$ cat config.mk
export PLATFORM = sky130hd
export DESIGN_NAME = joystick_zone_mapper_unit
export DESIGN_NICKNAME = d
export VERILOG_FILES = /design/src/rtl/core/jzm_pkg.sv /design/src/rtl/core/jzm_div.sv /design/src/rtl/core/jzm_zone_cmp.sv /design/src/rtl/core/joystick_zone_mapper_unit.sv
export VERILOG_INCLUDE_DIRS = /design/src /design/src/rtl/core
export SDC_FILE = /design/constraint.sdc
export NUM_CORES = 1
export LEC_CHECK = 0
export BUFFER_PORTS_ARGS = -buffer_cell sky130_fd_sc_hd__buf_2
export CAP_MARGIN = 20
export CORE_MARGIN = 10
export CORE_UTILIZATION = 45
export DETAILED_ROUTE_END_ITERATION = 6
export PLACE_DENSITY = 0.61
export REMOVE_ABC_BUFFERS = 1
export SETUP_SLACK_MARGIN = 0.05
export SLEW_MARGIN = 20
export SYNTH_ARGS = -nofsm -noshare
export SYNTH_HDL_FRONTEND = slang
export SYNTH_SLANG_ARGS = --single-unit
$ cat constraint.sdc
create_clock -name clk -period 6.7 [get_ports clk]
set_clock_uncertainty 0.2 [all_clocks]
set_input_delay 0.335 -clock clk [delete_from_list [all_inputs] [get_ports clk]]
set_output_delay 0.335 -clock clk [all_outputs]
set_load 0.01 [all_outputs]
$ cat src/rtl/core/joystick_zone_mapper_unit_assert.svh
// ----------------------------------------------------------------------------
// joystick_zone_mapper_unit_assert.svh
// Assertion macros for the joystick zone mapper; empty under synthesis.
// ----------------------------------------------------------------------------
`ifndef JOYSTICK_ZONE_MAPPER_UNIT_ASSERT_SVH
`define JOYSTICK_ZONE_MAPPER_UNIT_ASSERT_SVH
`ifndef SYNTHESIS
`define JZM_ASSERT_IMP(lbl, ante, cons) \
  lbl: assert property (@(posedge clk) disable iff (rst) (ante) |-> (cons)) \
    else $error("jzm: implication check failed");
`define JZM_ASSERT_NXT(lbl, ante, cons) \
  lbl: assert property (@(posedge clk) disable iff (rst) (ante) |=> (cons)) \
    else $error("jzm: next-cycle check failed");
`else
`define JZM_ASSERT_IMP(lbl, ante, cons)
`define JZM_ASSERT_NXT(lbl, ante, cons)
`endif
`endif

$ cat src/rtl/core/jzm_pkg.sv
// ----------------------------------------------------------------------------
// jzm_pkg
// Shared types and constants of the joystick zone mapper.
// ----------------------------------------------------------------------------
package jzm_pkg;

  localparam int AXIS_W    = 8;
  localparam int RECT_BITS = 11;
  localparam int RECT_W    = 4 * RECT_BITS;
  localparam int MAX_ZONES = 6;
  localparam int CFG_IDX_W = 3;
  localparam int ZONE_W    = 3;

  typedef logic [2:0]        mode_t;
  typedef logic [1:0]        event_t;
  typedef logic [RECT_W-1:0] rect_t;

  localparam mode_t MODE_KEYS       = 3'd0;
  localparam mode_t MODE_ABS        = 3'd1;
  localparam mode_t MODE_CAL_CENTER = 3'd2;
  localparam mode_t MODE_CAL_BOUNDS = 3'd3;
  localparam mode_t MODE_CAL_NORTH  = 3'd4;

  localparam logic [CFG_IDX_W-1:0] REG_MODE        = 3'd0;
  localparam logic [CFG_IDX_W-1:0] REG_ZONE_ENABLE = 3'd1;
  localparam logic [CFG_IDX_W-1:0] REG_ZONE0_RECT  = 3'd2;

  localparam event_t EV_PRESS   = 2'd0;
  localparam event_t EV_RELEASE = 2'd1;
  localparam event_t EV_ABS_X   = 2'd2;
  localparam event_t EV_ABS_Y   = 2'd3;

  localparam logic [AXIS_W-1:0] AXIS_MAX = 8'd255;
  localparam logic [AXIS_W-1:0] AXIS_MID = 8'd127;

  localparam rect_t RECT_RESET [MAX_ZONES] = '{
    44'd2641405095936, 44'd7924216129536, 44'd8796952854528,
    44'd8800387990323, 44'd880468295680,  44'd8800389877760
  };

  typedef enum logic [3:0] {
    ST_IDLE,
    ST_ABS_X,
    ST_ABS_Y,
    ST_START_X,
    ST_WAIT_X,
    ST_START_Y,
    ST_WAIT_Y,
    ST_ZONE,
    ST_EMIT
  } seq_state_t;

endpackage

$ cat src/rtl/core/jzm_div.sv
// ----------------------------------------------------------------------------
// jzm_div
// Restoring unsigned divider, one quotient bit per cycle.
// ----------------------------------------------------------------------------
module jzm_div #(
  parameter int NUM_W = 17,
  parameter int DEN_W = 8
) (
  input  logic             clk,
  input  logic             rst,
  input  logic             start,
  input  logic [NUM_W-1:0] num,
  input  logic [DEN_W-1:0] den,
  output logic             done,
  output logic [NUM_W-1:0] quot
);

  localparam int CW = $clog2(NUM_W + 1);

  logic             busy;
  logic [CW-1:0]    cnt;
  logic [DEN_W-1:0] rem;
  logic [DEN_W-1:0] den_q;
  logic [DEN_W:0]   trial;
  logic [DEN_W:0]   diff;
  logic             ge;

  // quot shifts dividend bits out of the top and quotient bits in at the bottom
  assign trial = {rem, quot[NUM_W-1]};
  assign diff  = trial - {1'b0, den_q};
  assign ge    = trial >= {1'b0, den_q};

  always_ff @(posedge clk) begin
    if (rst) begin
      busy <= 1'b0;
      done <= 1'b0;
      cnt  <= '0;
    end else begin
      done <= 1'b0;
      if (start) begin
        busy <= 1'b1;
        cnt  <= CW'(NUM_W);
      end else if (busy) begin
        cnt <= cnt - CW'(1);
        if (cnt == CW'(1)) begin
          busy <= 1'b0;
          done <= 1'b1;
        end
      end
    end
  end

  always_ff @(posedge clk) begin
    if (start) begin
      quot  <= num;
      rem   <= '0;
      den_q <= den;
    end else if (busy) begin
      quot <= {quot[NUM_W-2:0], ge};
      rem  <= ge ? diff[DEN_W-1:0] : trial[DEN_W-1:0];
    end
  end

endmodule

$ cat src/rtl/core/jzm_zone_cmp.sv
// ----------------------------------------------------------------------------
// jzm_zone_cmp
// Inclusive point-in-rectangle test for one zone.
// ----------------------------------------------------------------------------
module jzm_zone_cmp #(
  parameter int FRAC_BITS = 10
) (
  input  jzm_pkg::rect_t       rect,
  input  logic [FRAC_BITS:0]   pos_x,
  input  logic [FRAC_BITS:0]   pos_y,
  output logic                 in_rect
);

  import jzm_pkg::*;

  localparam int CW = (FRAC_BITS + 1 > RECT_BITS) ? FRAC_BITS + 1 : RECT_BITS;

  logic [CW-1:0] px, py, x1, y1, x2, y2;

  assign px = CW'(pos_x);
  assign py = CW'(pos_y);
  assign x1 = CW'(rect[RECT_BITS-1:0]);
  assign y1 = CW'(rect[2*RECT_BITS-1:RECT_BITS]);
  assign x2 = CW'(rect[3*RECT_BITS-1:2*RECT_BITS]);
  assign y2 = CW'(rect[4*RECT_BITS-1:3*RECT_BITS]);

  assign in_rect = (px >= x1) && (px <= x2) && (py >= y1) && (py <= y2);

endmodule

$ cat src/rtl/core/joystick_zone_mapper_unit.sv
// ----------------------------------------------------------------------------
// joystick_zone_mapper_unit
// Keys mode: the shared divider runs once per axis, each zone is tested in
// turn, then one event is sent per enabled zone that is hit or was active.
// Absolute mode: raw X then raw Y as two events. Calibration modes: taken in
// idle, no event. One sample at a time; stall is high while one is in work.
// Synchronous reset restores registers, calibration and zone state at once.
// ----------------------------------------------------------------------------
`include "joystick_zone_mapper_unit_assert.svh"

module joystick_zone_mapper_unit #(
  parameter int NUM_ZONES = 6,
  parameter int FRAC_BITS = 10
) (
  input  logic                           clk,
  input  logic                           rst,
  input  logic                           cfg_we,
  input  logic [jzm_pkg::CFG_IDX_W-1:0]  cfg_index,
  input  logic [jzm_pkg::RECT_W-1:0]     cfg_data,
  input  logic                           in_valid,
  output logic                           in_stall,
  input  logic [jzm_pkg::AXIS_W-1:0]     raw_x,
  input  logic [jzm_pkg::AXIS_W-1:0]     raw_y,
  output logic                           out_valid,
  input  logic                           out_stall,
  output jzm_pkg::event_t                event_kind,
  output logic [jzm_pkg::ZONE_W-1:0]     zone_index,
  output logic [jzm_pkg::AXIS_W-1:0]     axis_value,
  output logic                           last_event
);

  import jzm_pkg::*;

  localparam int NW    = FRAC_BITS + 1;
  localparam int DIV_W = AXIS_W - 1 + FRAC_BITS;
  localparam int ZW    = (NUM_ZONES > 1) ? $clog2(NUM_ZONES) : 1;
  localparam logic [NW-1:0] ONE  = {1'b1, {FRAC_BITS{1'b0}}};
  localparam logic [NW-1:0] HALF = ONE >> 1;

  // configuration
  mode_t                 mode;
  logic [NUM_ZONES-1:0]  zone_enable;
  rect_t                 rect [NUM_ZONES];

  // calibration and zone state
  logic [AXIS_W-1:0]     center_x, center_y;
  logic [AXIS_W-1:0]     min_x, min_y, max_x, max_y;
  logic [NUM_ZONES-1:0]  zone_active;
  logic [NUM_ZONES-1:0]  emit_mask;

  // per-sample work registers
  logic [AXIS_W-1:0]     sx, sy;
  logic [NW-1:0]         nx, ny;
  logic [ZW-1:0]         zc, zc_next;
  seq_state_t            state, state_next;

  // sequencer controls
  logic                  accept, out_free, div_start, div_done;
  logic                  cap_x, cap_y, zone_upd, zc_last, rest;
  logic                  out_load, out_last_n;
  event_t                out_kind_n;
  logic [AXIS_W-1:0]     out_val_n;

  // axis setup and quotient fix-up
  logic                  sel_y, below, span_zero, q_neg, q_nz, q_big, hit;
  logic [AXIS_W-1:0]     v, c, lo, hi;
  logic [AXIS_W:0]       d9, a9, d_neg, a_neg;
  logic [AXIS_W-1:0]     d_mag, a_mag;
  logic [DIV_W-1:0]      div_num, quot;
  logic [NW-1:0]         q_low, norm;

  assign accept   = in_valid && !in_stall;
  assign out_free = !out_valid || !out_stall;
  assign zc_last  = (zc == ZW'(NUM_ZONES - 1));

  // --------------------------------------------------------------------------
  // Axis normalization setup; the divisor 2*span is folded into the dividend
  // --------------------------------------------------------------------------
  assign sel_y = (state == ST_START_Y) || (state == ST_WAIT_Y);
  assign v     = sel_y ? sy : sx;
  assign c     = sel_y ? center_y : center_x;
  assign lo    = sel_y ? min_y : min_x;
  assign hi    = sel_y ? max_y : max_x;
  assign below = (v <= c);

  assign d9 = below ? ({1'b0, c} - {1'b0, lo}) : ({1'b0, hi} - {1'b0, c});
  assign a9 = below ? ({1'b0, v} - {1'b0, lo}) : ({1'b0, hi} - {1'b0, v});
  assign d_neg = '0 - d9;
  assign a_neg = '0 - a9;
  assign d_mag = d9[AXIS_W] ? d_neg[AXIS_W-1:0] : d9[AXIS_W-1:0];
  assign a_mag = a9[AXIS_W] ? a_neg[AXIS_W-1:0] : a9[AXIS_W-1:0];
  assign span_zero = (d9 == '0);
  assign q_neg     = a9[AXIS_W] ^ d9[AXIS_W];
  assign div_num   = {a_mag, {(FRAC_BITS - 1){1'b0}}};

  jzm_div #(
    .NUM_W (DIV_W),
    .DEN_W (AXIS_W)
  ) u_div (
    .clk   (clk),
    .rst   (rst),
    .start (div_start),
    .num   (div_num),
    .den   (d_mag),
    .done  (div_done),
    .quot  (quot)
  );

  assign q_nz  = (quot != '0);
  assign q_big = (quot > DIV_W'(ONE));
  assign q_low = quot[NW-1:0];

  // truncation toward zero, then clamp to 0..ONE
  always_comb begin
    if (span_zero) begin
      norm = HALF;
    end else if (below) begin
      if (q_neg && q_nz) norm = '0;
      else if (q_big)    norm = ONE;
      else               norm = q_low;
    end else begin
      if (q_neg && q_nz) norm = ONE;
      else if (q_big)    norm = '0;
      else               norm = ONE - q_low;
    end
  end

  jzm_zone_cmp #(
    .FRAC_BITS (FRAC_BITS)
  ) u_zone_cmp (
    .rect    (rect[zc]),
    .pos_x   (nx),
    .pos_y   (ny),
    .in_rect (hit)
  );

  // any zone after the current one still to report
  always_comb begin
    rest = 1'b0;
    for (int i = 0; i < NUM_ZONES; i++) begin
      if ((ZW'(i) > zc) && emit_mask[i]) rest = 1'b1;
    end
  end

  // --------------------------------------------------------------------------
  // Sequencer
  // --------------------------------------------------------------------------
  always_ff @(posedge clk) begin
    if (rst) begin
      state <= ST_IDLE;
      zc    <= '0;
    end else begin
      state <= state_next;
      zc    <= zc_next;
    end
  end

  always_comb begin
    state_next = state;
    zc_next    = zc;
    in_stall   = 1'b1;
    div_start  = 1'b0;
    cap_x      = 1'b0;
    cap_y      = 1'b0;
    zone_upd   = 1'b0;
    out_load   = 1'b0;
    out_kind_n = EV_PRESS;
    out_val_n  = '0;
    out_last_n = 1'b0;
    case (state)
      ST_IDLE: begin
        in_stall = 1'b0;
        if (in_valid) begin
          case (mode)
            MODE_KEYS: state_next = ST_START_X;
            MODE_ABS:  state_next = ST_ABS_X;
            default:   state_next = ST_IDLE;
          endcase
        end
      end
      ST_ABS_X: begin
        if (out_free) begin
          out_load   = 1'b1;
          out_kind_n = EV_ABS_X;
          out_val_n  = sx;
          state_next = ST_ABS_Y;
        end
      end
      ST_ABS_Y: begin
        if (out_free) begin
          out_load   = 1'b1;
          out_kind_n = EV_ABS_Y;
          out_val_n  = sy;
          out_last_n = 1'b1;
          state_next = ST_IDLE;
        end
      end
      ST_START_X: begin
        div_start  = 1'b1;
        state_next = ST_WAIT_X;
      end
      ST_WAIT_X: begin
        if (div_done) begin
          cap_x      = 1'b1;
          state_next = ST_START_Y;
        end
      end
      ST_START_Y: begin
        div_start  = 1'b1;
        state_next = ST_WAIT_Y;
      end
      ST_WAIT_Y: begin
        if (div_done) begin
          cap_y      = 1'b1;
          zc_next    = '0;
          state_next = ST_ZONE;
        end
      end
      ST_ZONE: begin
        zone_upd = 1'b1;
        if (zc_last) begin
          zc_next    = '0;
          state_next = ST_EMIT;
        end else begin
          zc_next = zc + ZW'(1);
        end
      end
      ST_EMIT: begin
        if (!emit_mask[zc] || out_free) begin
          out_load   = emit_mask[zc];
          out_kind_n = zone_active[zc] ? EV_PRESS : EV_RELEASE;
          out_last_n = !rest;
          if (zc_last) begin
            zc_next    = '0;
            state_next = ST_IDLE;
          end else begin
            zc_next = zc + ZW'(1);
          end
        end
      end
      default: begin
        state_next = ST_IDLE;
      end
    endcase
  end

  // --------------------------------------------------------------------------
  // Configuration and calibration state
  // --------------------------------------------------------------------------
  always_ff @(posedge clk) begin
    if (rst) begin
      mode        <= MODE_KEYS;
      zone_enable <= {NUM_ZONES{1'b1}};
      for (int i = 0; i < NUM_ZONES; i++) rect[i] <= RECT_RESET[i];
      center_x    <= AXIS_MID;
      center_y    <= AXIS_MID;
      min_x       <= '0;
      min_y       <= '0;
      max_x       <= AXIS_MAX;
      max_y       <= AXIS_MAX;
    end else begin
      if (cfg_we && (cfg_index == REG_MODE) && (cfg_data[2:0] != mode)) begin
        mode <= cfg_data[2:0];
        // entering bounds calibration starts from inverted bounds
        if (cfg_data[2:0] == MODE_CAL_BOUNDS) begin
          min_x <= AXIS_MAX;
          min_y <= AXIS_MAX;
          max_x <= '0;
          max_y <= '0;
        end
      end
      if (cfg_we && (cfg_index == REG_ZONE_ENABLE)) begin
        zone_enable <= cfg_data[NUM_ZONES-1:0];
      end
      for (int i = 0; i < NUM_ZONES; i++) begin
        if (cfg_we && (cfg_index == CFG_IDX_W'(int'(REG_ZONE0_RECT) + i))) begin
          rect[i] <= cfg_data;
        end
      end
      if (accept) begin
        case (mode)
          MODE_CAL_CENTER: begin
            center_x <= raw_x;
            center_y <= raw_y;
          end
          MODE_CAL_BOUNDS: begin
            if (raw_x < min_x) min_x <= raw_x;
            if (raw_y < min_y) min_y <= raw_y;
            if (raw_x > max_x) max_x <= raw_x;
            if (raw_y > max_y) max_y <= raw_y;
          end
          MODE_CAL_NORTH: begin
            // north point has no effect on any event
          end
          default: begin
          end
        endcase
      end
    end
  end

  // --------------------------------------------------------------------------
  // Zone state
  // --------------------------------------------------------------------------
  always_ff @(posedge clk) begin
    if (rst) begin
      zone_active <= '0;
      emit_mask   <= '0;
    end else if (zone_upd) begin
      if (zone_enable[zc]) begin
        zone_active[zc] <= hit;
        emit_mask[zc]   <= hit || zone_active[zc];
      end else begin
        emit_mask[zc] <= 1'b0;
      end
    end
  end

  // --------------------------------------------------------------------------
  // Sample and normalized position
  // --------------------------------------------------------------------------
  always_ff @(posedge clk) begin
    if (accept) begin
      sx <= raw_x;
      sy <= raw_y;
    end
    if (cap_x) nx <= norm;
    if (cap_y) ny <= norm;
  end

  // --------------------------------------------------------------------------
  // Output register
  // --------------------------------------------------------------------------
  always_ff @(posedge clk) begin
    if (rst) begin
      out_valid <= 1'b0;
    end else if (out_load) begin
      out_valid <= 1'b1;
    end else if (out_valid && !out_stall) begin
      out_valid <= 1'b0;
    end
  end

  always_ff @(posedge clk) begin
    if (out_load) begin
      event_kind <= out_kind_n;
      zone_index <= (state == ST_EMIT) ? ZONE_W'(zc) : '0;
      axis_value <= out_val_n;
      last_event <= out_last_n;
    end
  end

  // --------------------------------------------------------------------------
  // Checks
  // --------------------------------------------------------------------------
  `JZM_ASSERT_NXT(a_busy_after_accept, accept && (mode <= MODE_ABS), in_stall)
  `JZM_ASSERT_IMP(a_div_done_in_wait, div_done, state == ST_WAIT_X || state == ST_WAIT_Y)
  `JZM_ASSERT_IMP(a_more_pending, out_valid && !last_event, state != ST_IDLE)

endmodule
# After elaboration in Yosys (flattened, before gate mapping)
# Memories as Yosys holds them, arrays and structs flattened. A register that Yosys moved wholly into a read port is not among the register bits.
# Index checks and enable logic that the tools add are counted.
# word_totals
ff_bits	169
mem_bits_rw	264
word_cells	268
memories	1
# classes
add_sub_neg	10
order_cmp	19
n_eq_ne	30
muxes	123
bitwise	10
reduce_logical	46
# memory_table
memory	words	width	rd	rd_clocked_by_memory_dff	wr	line	source
rect	6	44	1	1	6	joystick_zone_mapper_unit.sv:43	rect_t rect [NUM_ZONES];
# ops
cell	n
44-bit 2-to-1 mux	6
8-bit 2-to-1 mux	29
11-bit 2-to-1 mux	6
1-bit 2-to-1 mux	47
4-bit case mux with 9 select lines	1
8-bit by 8-bit subtractor with 9-bit output	4
17-bit 2-to-1 mux	2
4-bit 2-to-1 mux	8
11-bit >= comparator	2
11-bit <= comparator	2
1-bit logical AND	22
9-bit 2-to-1 mux	2
17-bit by 11-bit > comparator with 1-bit output, second input constant	1
17-bit nonzero test	1
4-bit by 3-bit == test with 1-bit output, second input constant	4
8-bit > comparator	2
8-bit < comparator	2
8-bit case mux with 2 select lines	1
1-bit by 8-bit subtractor with 8-bit output, first input constant	2
3-bit by 2-bit == test with 1-bit output, second input constant	5
3-bit == test, second input constant	5
3-bit 2-to-1 mux	5
6-bit bitwise mux	2
2-bit inequality test, second input constant	6
other kinds (44)	71

# Longest topological paths before layout
# logic_depth
word_depth	11
mapped_depth	27
mapped_depth_nobuf	20

# Hierarchy
# From an unflattened synthesis, not the netlist that was laid out.
# hier_totals
hier_cells	2205
hier_area_um2	24128.1
# by_module_without_submodules
module	n_inst	cells_each	area_each_um2	seq_area_each_um2
joystick_zone_mapper_unit	1	1873	20958.9	11090.6
jzm_div	1	182	2092.0	1051.0
jzm_zone_cmp	1	150	1077.3	0.0

# Worst setup path before layout
# No wires, ideal clock.
# synth_path
path_kind	reg2reg
start	register state[2]
end	register nx[1], data pin
setup_time_ns	0.267
arrival_ns	4.723
path_slack_ns	1.510
path_stages_with_launch	24
path_buffers	7
cell_sequence	dfxtp_1 -> buf_4 -> nor2b_1 -> clkbuf_1 -> nand2_4 -> buf_1 -> clkbuf_1 -> nand2_1 -> nand2_1 -> inv_1 -> ha_1 -> maj3_1 -> mux2_2 -> o2111ai_2 -> and2_1 -> buf_2 -> clkbuf_1 -> mux2i_1 -> ha_1 -> inv_1 -> o41a_1 -> a211oi_2 -> buf_4 -> nor3_1
# synth_via
elab_chain_len	10
elab_cells_between_ends	21
classes_between	add/sub (4); order compare (1); eq/ne (2); mux (10); bitwise (1); reduce/logical (3)
# synth_rtl
element	line	source
start: declaration	joystick_zone_mapper_unit.sv:55	seq_state_t state, state_next;
start signal: assignment	joystick_zone_mapper_unit.sv:153	state <= state_next;
4-bit by 3-bit == test with 1-bit output	joystick_zone_mapper_unit.sv:79	assign sel_y = (state == ST_START_Y) || (state == ST_WAIT_Y);
1-bit logical OR *	joystick_zone_mapper_unit.sv:79	
8-bit 2-to-1 mux, on equally long branches	-	
8-bit by 8-bit subtractor with 9-bit output (tied with other cells)	joystick_zone_mapper_unit.sv:87	assign a9 = below ? ({1'b0, v} - {1'b0, lo}) : ({1'b0, hi} - {1'b0, v});
9-bit 2-to-1 mux, on equally long branches	joystick_zone_mapper_unit.sv:87, joystick_zone_mapper_unit.sv:86	
1-bit XOR	joystick_zone_mapper_unit.sv:93	assign q_neg = a9[AXIS_W] ^ d9[AXIS_W];
1-bit logical AND	joystick_zone_mapper_unit.sv:118, joystick_zone_mapper_unit.sv:122	
11-bit 2-to-1 mux, on equally long branches	joystick_zone_mapper_unit.sv:122, joystick_zone_mapper_unit.sv:118	
11-bit 2-to-1 mux	joystick_zone_mapper_unit.sv:117	end else if (below) begin
11-bit 2-to-1 mux *	joystick_zone_mapper_unit.sv:115	if (span_zero) begin
net norm[1]	joystick_zone_mapper_unit.sv:70	logic [NW-1:0] q_low, norm;
end signal: assignment	joystick_zone_mapper_unit.sv:327	if (cap_x) nx <= norm;
end: declaration	joystick_zone_mapper_unit.sv:53	logic [NW-1:0] nx, ny;
# The timed path passes the listed nets; every way through them passes the cells marked *.
# A chain may end at the register's enable or synchronous reset.

# Final worst setup path
# layout_path
start	register state[1]
end	register ny[2], data pin
# layout_via
elab_chain_len	10
elab_cells_between_ends	21
classes_between	add/sub (4); order compare (1); eq/ne (2); mux (10); bitwise (1); reduce/logical (3)
# layout_rtl
element	line	source
4-bit by 3-bit == test with 1-bit output	joystick_zone_mapper_unit.sv:79	
1-bit logical OR *	joystick_zone_mapper_unit.sv:79	
8-bit 2-to-1 mux, on equally long branches	-	
8-bit by 8-bit subtractor with 9-bit output (tied with other cells)	joystick_zone_mapper_unit.sv:87	
9-bit 2-to-1 mux, on equally long branches	joystick_zone_mapper_unit.sv:87, joystick_zone_mapper_unit.sv:86	
1-bit XOR	joystick_zone_mapper_unit.sv:93	
1-bit logical AND	joystick_zone_mapper_unit.sv:118, joystick_zone_mapper_unit.sv:122	
11-bit 2-to-1 mux, on equally long branches	joystick_zone_mapper_unit.sv:122, joystick_zone_mapper_unit.sv:118	
11-bit 2-to-1 mux	joystick_zone_mapper_unit.sv:117	
11-bit 2-to-1 mux *	joystick_zone_mapper_unit.sv:115	
net norm[2]	joystick_zone_mapper_unit.sv:70	
end signal: assignment	joystick_zone_mapper_unit.sv:328	if (cap_y) ny <= norm;
end: declaration	joystick_zone_mapper_unit.sv:53	
# Marked as above.

==> summary.md <==
| Metric | Value |
|---|---|
| Setup TNS | 0 ns |
| Ports | 84 |
| Remaining Overflow, GRT | 0 |
| Internal power | 0.005493 W |
| Register area share after synthesis | 0.5076 |
| Final-report max-slew violation count | 0 |
| TritonCTS clock tree | yes |
| Logic pwr share | 0.257 |
| CP max stage cell | dfxtp_1 |
| Most used DFF post-synth | edfxtp_1 |
| Leak | 10.08 nW |
| Post-synthesis instance area | 23740 µm² |
| DR DRC count | 0 |
| Reg power frac | 0.426 |
| Largest net degree at the start of global routing | 55 |
| Synth cell types | 83 |
| Max incr delay on CP | 0.70 ns |
| RSZ-0062 raised after global routing | no |
| Pre-CTS WS | 0.8422 ns |
| Share of total power in the clock network | 0.316 |
| Initial antenna violation count | 0 |
| CP Data Arrival Time | 6.02 ns |
| CP bufs+invs | 3 |
| Commonest non-fill, non-tap cell in the layout | edfxtp_1 |
| CTS Buf Count | 46 |
| Row count | 84 |
| Clock Latency Late Sink | 0.58 ns |
| Clock Tree Buf Depth | 3 |
| Setup crit end kind | register |
| Setup violators final | 0 |
| Drt total wl | 64.95 mm |
| Cell family with most CP delay | compound AO/OA/AOI/OAI gates |
| Stages on the worst setup path | 16 |
| GP Congestion | 0.8841 |
| Footprint of the multi-input gates | 10980 µm² |
| Die area | 62340 µm² |
| Layout cell share with drive strength beyond 1 | 0.1222 |
| CP required | 6.76 ns |
| Synth warn | 0 |
| Non-filler cells in the finished layout | 3005 |
| Sinks on the clock net | 436 |
| Cell-by-cell trace of the critical path | xor2_2, nand2_4, mux2i_1, inv_1, ha_1, and4_1, a31oi_2, o32a_1, and2_1, buf_4, mux2i_1, ha_1, inv_1, o41a_1, a211oi_2, nor3_1 |
| Die W | 249.7 µm |
| GRT Total Usage | 0.2048 |
| CTS resizes | 0 |
| PD cells | 294.7 nW/µm² |
| Post-synthesis register bit count | 436 |
| Setup ws final | 0.7441 ns |
| Vias in the first global route | 17020 |
| Iter 0 DRT Violations | 1223 |
| Vias/cell | 5.592 |
| Routed Antenna Nets | 0 |
| Core area | 52450 µm² |
| Nets | 2476 |
| Crit-path max FO | 46 |
| Commonest non-fill, non-tap cells in the layout | 332 x edfxtp_1, 219 x and2_1, 211 x nand2_1, 124 x ha_1, 121 x nor2_1 |
| Crit Path Class | reg2reg |
| Switching part of the total | 0.3113 |
| Root Buffer | clkbuf_16 |
| Startpoint Class | register |
| Vias | 16810 |
| Pre-antenna DRT Iters | 6 |
| Slew headroom | 0.2795 |
| Psw | 0.002483 W |
| Post-Synthesis Cells | 2166 |
| P&R area growth vs syn | 14.01% |
| CTS clk-pin slew, worst paths | 0.06 ns |
| Peak VDD IR | 0.0002185 V |
| FFs w/ async S/R, synth | 0 |
| Fmax | 167.9 MHz |
| Seq. cell area | 12060 µm² |
| Hold_buf cts | 61 |
| Worst hold path class | in2reg |
| Worst reg-to-reg path cell count | 16 |
| Crit path time final | 5.956 ns |
| Post-CTS setup buffers | 0 |
| Hold Vio Cnt, Final | 0 |
| H-Tree Depth | 2 |
| EDFF count, synth | 332 |
| Final critical-path share of the clock period | 0.8889 |
| Post-DP HPWL | 45.55 mm |
| First-pass GRT wire length | 101.2 mm |
| DP Cell Count | 2862 |
| Worst-Margin Slew | 1.079 ns |
| Chip height | 249.7 µm |
| Max-cap violations | 0 |
| Initial Utilization | 0.4527 |
| Drt wl/cell | 21.61 µm |
| Mean post-synth cell area | 10.96 µm² |
| Hold-critical path depth | 3 |
| Number of fillers in the final layout | 4624 |
| PortBufs | 83 |
| Status | finished clean |
-- path summary, 6_finish.rpt --
path / to / from / slack, ns
setup reg to reg: ny[2]$_DFFE_PP_ / state[1]$_SDFFE_PP0P_ / 0.74
hold reg to reg: u_div.rem[7]$_SDFFE_PN0P_ / u_div.rem[7]$_SDFFE_PN0P_ / 0.27
setup / recovery: ny[2]$_DFFE_PP_ / state[1]$_SDFFE_PP0P_ / 0.74
hold / removal: rect[2][43]$_SDFFCE_PN1P_ / cfg_index[1] / 0.05
-- stage by stage --
step	hold slack (ns)	total power (W)	utilization	cell area (µm²)
after floorplan	0.2041	0.004820	-	23290
after global placement	0.2413	0.005446	0.4765	24990
after detailed placement	0.2514	0.005471	0.4765	24990
after CTS	0.03126	0.008027	0.5160	27060
after global routing	0.05475	0.008381	0.5160	27060
final	0.05455	0.007976	0.5161	27070
-- worst reg2reg max path: cells and delay by family, from the launching register on --
family	cells	cell delay, ns
xor+xnor	1	0.48
simple gates	4	0.99
flops	1	0.70
buf+inv	3	0.41
fa+ha+maj	2	0.57
compound gates	4	1.63
mux	2	0.67
-- logic make-up (layout without fill, tap and decap cells) --
| kind of cell | Yosys count | after routing | share of synthesized area |
|---|---|---|---|
| DFF | 436 | 436 | 0.5076 |
| and+or+nand+nor | 793 | 793 | 0.1727 |
| muxes | 145 | 145 | 0.08643 |
| buffers and inverters | 214 | 364 | 0.03463 |
| other | 0 | 1 | 0 |
| AOI/OAI and AO/OA | 382 | 382 | 0.1051 |
| adders and majority gates | 129 | 129 | 0.06788 |
| xor gates and xnor gates | 67 | 67 | 0.02567 |
-- layer usage --
layer	share of wire	global-route usage	wire length [µm]
met3	0.041	0.02559	2633
met4	0.022	0.05385	1424
met5	0	0	0
met2	0.50	0.3607	32600
met1	0.44	0.2604	28290
-- layout make-up --
type                            count  area share
Sequential cell                   436      0.4455
Multi-Input combinational cell   1516      0.4057
Timing Repair Buffer              183     0.04919
Clock buffer                       54     0.04401
Tap cell                          688     0.03180
Inverter                          100     0.01387
Clock inverter                     27    0.009800
Antenna cell                        1  0.00009246
-- sequential cells by signal, indices dropped and copies added, names as in the netlist, 11 cells and up, named ones only --
register and cells:
rect 264, u_div.quot 17, nx 11, ny 11
-- cell usage after synthesis, types with 8 or more instances --
master    instances  share of area
o31ai_1          11         0.0035
inv_1            98          0.015
a22o_1           10         0.0037
a311oi_1         10         0.0037
o211ai_1         42          0.013
clkbuf_1         85          0.013
a211oi_1         14         0.0044
mux2_2           10         0.0047
xnor2_1          38          0.014
and3_1            8         0.0021
nor2b_1          25         0.0066
nor2_1          124          0.020
o21a_1           14         0.0044
and2_1          219          0.058
nand4_1          14         0.0037
nand2_1         211          0.033
nand3_1          31         0.0065
a21o_1           20         0.0063
buf_1            18         0.0028
buf_2             9         0.0019
edfxtp_1        332           0.42
nor3_1           44         0.0093
ha_1            124          0.065
mux2i_1          88          0.037
nand2b_1         53          0.014
dfxtp_1         104          0.088
a31oi_1          11         0.0029
or3_1            25         0.0066
a21oi_1          70          0.015
mux4_2           45          0.043
xor2_1           26         0.0096
o21ai_0         118          0.025
-- power by group through the flow --
stage                     Sequential, W  Combinational [W]  Clock, W
after detailed placement        0.00346            0.00202         0
after global routing            0.00343            0.00228   0.00268
final                           0.00340            0.00205   0.00252
after CTS                       0.00340            0.00206   0.00257
after global placement          0.00344            0.00200         0
after floorplan                 0.00343            0.00139         0
Note: power is estimated with default switching activity, not from simulation.
